--- src/hw/rtl/pwlti_pkg.sv ---
// Shared types and constants for the piecewise linear table interpolator.
// No dependencies; every other file of the block but pwlti_channels refers to this package.
`timescale 1ns / 1ps
`default_nettype none

package pwlti_pkg;

  // Input action codes
  localparam logic ACT_LOAD  = 1'b0;
  localparam logic ACT_QUERY = 1'b1;

  // Result range codes
  localparam logic [1:0] RC_INTERIOR = 2'd0;
  localparam logic [1:0] RC_BELOW    = 2'd1;
  localparam logic [1:0] RC_ABOVE    = 2'd2;
  localparam logic [1:0] RC_FLAT     = 2'd3;

  // Reset value of the entry count register
  localparam logic [6:0] ENTRIES_RESET = 7'd2;

  // Serial unit step counts: 32 multiplier bits, 33 quotient bits
  localparam int MUL_STEPS = 32;
  localparam int DIV_STEPS = 33;

  localparam logic signed [31:0] Y_MAX = 32'sh7FFF_FFFF;
  localparam logic signed [31:0] Y_MIN = 32'sh8000_0000;

  typedef enum logic [3:0] {
    S_IDLE,
    S_FIRST,
    S_LAST,
    S_SCAN,
    S_SETUP,
    S_MUL,
    S_DIV_LOAD,
    S_DIV,
    S_SUM,
    S_OUT
  } state_t;

  // Table read address selection
  typedef enum logic [1:0] {
    RD_ZERO,
    RD_LAST,
    RD_ONE,
    RD_NEXT
  } rdsel_t;

  typedef struct packed {
    logic   in_ready;
    rdsel_t rd_sel;
    logic   prev_load;
    logic   cur_load;
    logic   seg_init;
    logic   seg_inc;
    logic   setup;
    logic   mul_step;
    logic   div_init;
    logic   div_step;
    logic   res_below;
    logic   res_above;
    logic   res_flat;
    logic   res_sum;
    logic   out_load;
  } cmd_t;

  typedef struct packed {
    logic in_valid;
    logic in_query;
    logic below;
    logic above;
    logic seg_more;
    logic dx_zero;
    logic mul_last;
    logic div_last;
    logic out_free;
  } status_t;

endpackage

`default_nettype wire

--- src/hw/rtl/pwlti_ctrl.sv ---
// Sequencing state machine of the interpolator: search, multiply, divide, emit.
// Depends on pwlti_pkg for the state, command and status types.
`timescale 1ns / 1ps
`default_nettype none

module pwlti_ctrl (
  input  wire logic              clk,
  input  wire logic              rst_n,
  input  wire pwlti_pkg::status_t status,
  output pwlti_pkg::cmd_t         cmd
);

  pwlti_pkg::state_t state_r, state_nxt;

  always_ff @(posedge clk) begin
    if (!rst_n) begin
      state_r <= pwlti_pkg::S_IDLE;
    end else begin
      state_r <= state_nxt;
    end
  end

  always_comb begin
    state_nxt = state_r;
    unique case (state_r)
      pwlti_pkg::S_IDLE: begin
        if (status.in_valid && status.in_query) state_nxt = pwlti_pkg::S_FIRST;
      end
      pwlti_pkg::S_FIRST: begin
        state_nxt = status.below ? pwlti_pkg::S_OUT : pwlti_pkg::S_LAST;
      end
      pwlti_pkg::S_LAST: begin
        state_nxt = status.above ? pwlti_pkg::S_OUT : pwlti_pkg::S_SCAN;
      end
      pwlti_pkg::S_SCAN: begin
        if (!(status.above && status.seg_more)) state_nxt = pwlti_pkg::S_SETUP;
      end
      pwlti_pkg::S_SETUP: begin
        state_nxt = status.dx_zero ? pwlti_pkg::S_OUT : pwlti_pkg::S_MUL;
      end
      pwlti_pkg::S_MUL: begin
        if (status.mul_last) state_nxt = pwlti_pkg::S_DIV_LOAD;
      end
      pwlti_pkg::S_DIV_LOAD: begin
        state_nxt = pwlti_pkg::S_DIV;
      end
      pwlti_pkg::S_DIV: begin
        if (status.div_last) state_nxt = pwlti_pkg::S_SUM;
      end
      pwlti_pkg::S_SUM: begin
        state_nxt = pwlti_pkg::S_OUT;
      end
      pwlti_pkg::S_OUT: begin
        if (status.out_free) state_nxt = pwlti_pkg::S_IDLE;
      end
      default: state_nxt = pwlti_pkg::S_IDLE;
    endcase
  end

  always_comb begin
    cmd = '0;
    cmd.rd_sel = pwlti_pkg::RD_ZERO;
    unique case (state_r)
      pwlti_pkg::S_IDLE: begin
        cmd.in_ready = 1'b1;
      end
      pwlti_pkg::S_FIRST: begin
        cmd.prev_load = 1'b1;
        if (status.below) begin
          cmd.res_below = 1'b1;
        end else begin
          cmd.rd_sel = pwlti_pkg::RD_LAST;
        end
      end
      pwlti_pkg::S_LAST: begin
        if (status.above) begin
          cmd.res_above = 1'b1;
        end else begin
          cmd.rd_sel   = pwlti_pkg::RD_ONE;
          cmd.seg_init = 1'b1;
        end
      end
      pwlti_pkg::S_SCAN: begin
        if (status.above && status.seg_more) begin
          cmd.prev_load = 1'b1;
          cmd.seg_inc   = 1'b1;
          cmd.rd_sel    = pwlti_pkg::RD_NEXT;
        end else begin
          cmd.cur_load = 1'b1;
        end
      end
      pwlti_pkg::S_SETUP: begin
        cmd.setup    = 1'b1;
        cmd.res_flat = status.dx_zero;
      end
      pwlti_pkg::S_MUL:      cmd.mul_step = 1'b1;
      pwlti_pkg::S_DIV_LOAD: cmd.div_init = 1'b1;
      pwlti_pkg::S_DIV:      cmd.div_step = 1'b1;
      pwlti_pkg::S_SUM:      cmd.res_sum  = 1'b1;
      pwlti_pkg::S_OUT:      cmd.out_load = status.out_free;
      default: cmd = '0;
    endcase
  end

  a_out_load_free: assert property (@(posedge clk) disable iff (!rst_n)
    cmd.out_load |-> status.out_free)
    else $error("result register loaded while still occupied");

  a_one_result_source: assert property (@(posedge clk) disable iff (!rst_n)
    $onehot0({cmd.res_below, cmd.res_above, cmd.res_flat, cmd.res_sum}))
    else $error("more than one result source selected");

  a_query_starts_search: assert property (@(posedge clk) disable iff (!rst_n)
    (cmd.in_ready && status.in_valid && status.in_query) |=> state_r == pwlti_pkg::S_FIRST)
    else $error("accepted query did not start the table search");

endmodule

`default_nettype wire

--- config.mk ---
export PLATFORM = sky130hd
export DESIGN_NAME = pwlti_ctrl
export DESIGN_NICKNAME = d
export VERILOG_FILES = /design/src/hw/rtl/pwlti_pkg.sv /design/src/hw/rtl/pwlti_ctrl.sv
export SDC_FILE = /design/constraint.sdc
export NUM_CORES = 1
export LEC_CHECK = 0
export BUFFER_PORTS_ARGS = -buffer_cell sky130_fd_sc_hd__buf_2
export CORE_AREA = 2 2 39 41
export DETAILED_ROUTE_END_ITERATION = 8
export DIE_AREA = 0 0 41 43
export PLACE_DENSITY = 0.71
export SETUP_SLACK_MARGIN = 0.05
export SYNTH_ARGS = -nofsm -noshare
export SYNTH_HDL_FRONTEND = slang
export SYNTH_SLANG_ARGS = --single-unit
--- constraint.sdc ---
create_clock -name clk -period 2.9 [get_ports clk]
set_input_delay 0.725 -clock clk [delete_from_list [all_inputs] [get_ports clk]]
set_output_delay 0.725 -clock clk [all_outputs]
set_load 0.02 [all_outputs]
# After elaboration in Yosys (flattened, before gate mapping)
# Cells that the tools add are included.
totals:
  wordCells: 51
  reg_bits: 4
  output_inout_bits: 16
  input_bits: 11
op_classes:
  n_reduce_logical: 4
  n_eq_ne: 14
  mux: 32
op_table:
  columns: ["cell", "count"]
  rows:
  - ["$pmux 4 s10", 1]
  - ["$mux 4", 8]
  - ["$mux 1", 19]
  - ["$eq 4x3->1 const B", 4]
  - ["$ne 2x2->1 const B", 5]
  - ["$eq 4x2->1 const B", 2]
  - ["$eq 4x4->1 const B", 2]
  - ["$pmux 2 s3", 1]
  - ["$reduce_and 5->1", 1]
  - ["$eq 4x1->1 const B", 1]
  - ["$logic_not 4->1", 1]
  - ["$mux 3", 1]
  - ["$logic_and 1x1->1", 2]
  - ["$mux 2", 1]
  - ["$pmux 1 s2", 1]

# Longest topological paths before layout
logic_depth:
  word_depth: 3
  depth_mapped: 5
  mapped_depth_nobuf: 4

# Least setup slack after synthesis
# OpenSTA, ideal clock, no wires.
synth_timing:
  kind: "in2out"
  from: "in status[3] (netlist name)"
  to: "out cmd[2] (netlist name)"
  arrival_time_ns: 1.456
  required_ns: 2.175
  path_slack_ns: 0.719
  n_path_buf: 0
  cell_stages: 2
  path_cell_list: "inv_1 -> nor4_1"
synth_lines:
  columns: ["item", "line_no", "source"]
  rows:
  - ["from (decl)", "pwlti_ctrl.sv:9", "input wire pwlti_pkg::status_t status,"]
  - ["to (decl)", "pwlti_ctrl.sv:10", "output pwlti_pkg::cmd_t cmd"]

==> run summary <==
Worst-Margin Slew: 0.522 ns
combinational share of power: 56.3%
max-slew violation total from the final report: 0
count of final hold-check violations: 0
Crit. End Element: output port
drt first pass iters: 4
Synthesis Warnings: 0
Reg power frac: 26.7%
CP delay by family, top: flip-flops
CTS Buf Count: 3
worst-path cell chain: and2b_1 -> nand4_2 -> inv_1 -> buf_2
first-pass GRT wire length: 1910 um
CP max FO: 12
filler cell count: 141
largest reg by FF count: state_r
Period minus WS final: 2.36 ns
worst-skew pair later-pin latency: 0.23 ns
Worst R2R Setup Slack: 1.26 ns
Yosys reg bits: 4
Post-Route WL: 1250 um
die area: 0.00176 mm2
crit path max-delay cell type: dfxtp_1
clk_skew: 0.00180 ns
initial drt markers: 12
most common cell after layout, fill and taps aside: buf_2
Root Buffer: clkbuf_4
Die W: 41 um
crit path from: state_r[1]
Cells after Synth: 68
Vias: 547
reg2reg end: state_r[3]
Clk pin slew, worst setup/hold paths: 0.04 ns
# IOs: 27
RSZ-0062 raised after global routing: false
Critical Path Source Type: register
leakage power: 0.356 nW
maxcap violations: 0
Final Cycle Share: 81.4%
most frequent cells in the layout: buf_2 (26), nand2_1 (10), inv_1 (6)
initial antenna violation count: 0
placed cell areas: 634 um2
class of the worst hold path: reg2reg
initial core utilization: 37.5%
WP depth: 4
Clk pwr share: 17.0%
Peak VDD IR: 0.373 mV
Syn Std Cell Area: 519 um2
cell row count: 14
drt drc: 0
Max Clk Rate: 0.424 GHz
GPL Wtd Cong: 0.717
Worst slew margin: 65.2%
PD cells: 611 mW/mm2
total gr overflow: 0
top-area cell type share of the netlist area: 15.4%
Setup Fix Bufs, Post-CTS: 0
Syn Area/Cell: 7.64 um2
largest registers: state_r (4)
switching share of power: 47.0%
Avg WL per Cell: 11.5 um
reg2reg start: state_r[1]
R2R depth: 4
Area growth, synth to finish: 26.5%
design area: 657 um2
hold path cells: 2
hold_ws: 0.671 ns
max reg flops: 4
vias in the first global route: 438
n_diodes: 0
Yosys top cell by area: dfxtp_1
H-tree depth: 1
CP peak stage delay: 0.61 ns
vias per cell: 5.02
hpwl dp: 1000 um
Core ar.: 0.00138 mm2
CTS tree: yes
clock sink count: 4
layout cell share with drive strength beyond 1: 39.8%
sequential element share of the synthesized area: 15.4%
IO buf count: 26
Yosys cell types: 34
Req. time, crit path: 2.17 ns
CP Class: reg2out
Total Routing Usage GR: 16.4%
Pint: 0.213 mW
CTS resizes: 0
top post-synthesis cells by area: dfxtp_1 (15%), nand2_1 (7.2%), a2111oi_4 (5.3%)
final setup fails: 0
dpl ws: 0.787 ns
Layout Utilization: 47.5%
Mapped Nets: 79
CP bufs+invs: 2
Post-DRT Antenna Nets: 0
final setup margin: 0.540 ns
Max clock buf depth: 2
setup TNS: 0 ns
pin count of the biggest net entering global routing: 14
run status: completed
Sw Pwr: 0.189 mW
Die H: 43 um
Critical Path End: cmd[9]
data arrival time of the critical path: 1.63 ns
hold-fix buffers at CTS: 0
Layout Nets: 106
[Yosys cell counts]
master,count
nand2_1,10
inv_1,6
o21ai_0,5
dfxtp_1,4
nor2_1,4
nor3_1,4
nand3_1,3
and2b_1,2
and3_1,2
buf_6,2
mux2i_1,2
nor2b_1,2
a2111oi_4,1
a21oi_1,1
a31oi_1,1
a32o_1,1
and2_1,1
buf_2,1
buf_4,1
nand2_2,1
nand2b_1,1
nand2b_4,1
nand3b_1,1
nand4_2,1
nor2_4,1
nor3b_1,1
nor4_1,1
nor4_4,1
o2111a_4,1
o211ai_1,1
o211ai_2,1
o22ai_1,1
o31ai_1,1
or2b_1,1
[worst register-to-register path: stages (launching register included)]
cell and delay, ns:
dfxtp_1 0.61, and2b_1 0.26, nand4_2 0.19, o2111a_4 0.21, a2111oi_4 0.27
[cells by family (layout without fill, tap and decap cells)]
family / after synthesis / count (layout) / share of synthesized area (%)
DFF: 4 / 4 / 15.4
muxes: 2 / 2 / 3.86
and+or+nand+nor: 38 / 38 / 45.1
AOI/OAI and AO/OA: 14 / 14 / 24.6
buffers and inverters: 10 / 35 / 11.1
[layer usage]
| metal | vias up | track usage (%) | routed length (um) | part of all wire (%) |
|---|---|---|---|---|
| li1 | 297 | - | - | - |
| met1 | 226 | 21.3 | 568 | 45 |
| met2 | 20 | 22.8 | 559 | 45 |
| met3 | 4 | 3.14 | 86 | 6.9 |
| met4 | 0 | 12.0 | 36 | 2.9 |
| met5 | - | 0 | 0 | 0 |
[how the worst min path moves through the flow]
stage | endpoint | slack [ns] | start
finish | state_r[1] | 0.67 | state_r[1]
global route | state_r[1] | 0.72 | state_r[1]
global placement | state_r[1] | 0.65 | state_r[1]
detailed placement | state_r[1] | 0.66 | state_r[1]
floorplan | state_r[1] | 0.62 | state_r[1]
CTS | state_r[1] | 0.67 | state_r[1]
[cell type report]
class | instances | area (um2) | area share, %
flip-flops and latches | 4 | 80.1 | 12.2
repair buffers | 26 | 130 | 19.8
well taps | 16 | 20.0 | 3.05
clock buffers | 3 | 22.5 | 3.43
inverters | 6 | 22.5 | 3.43
multi-input cells | 54 | 382 | 58.1
[power groups by stage]
stage | Combinational, mW | Sequential [mW] | Clock [mW]
2_1_floorplan | 0.209 | 0.0787 | 0
5_1_grt | 0.247 | 0.110 | 0.0739
4_1_cts | 0.228 | 0.107 | 0.0720
3_5_place_dp | 0.227 | 0.108 | 0
3_3_place_gp | 0.226 | 0.106 | 0
6_report | 0.226 | 0.107 | 0.0683
[through the flow]
stage	cells	power (mW)
after floorplan	68	0.288
after global routing	109	0.431
after detailed placement	106	0.335
after global placement	106	0.332
final	109	0.401
after CTS	109	0.407
Power figures use the tool's default switching activity.
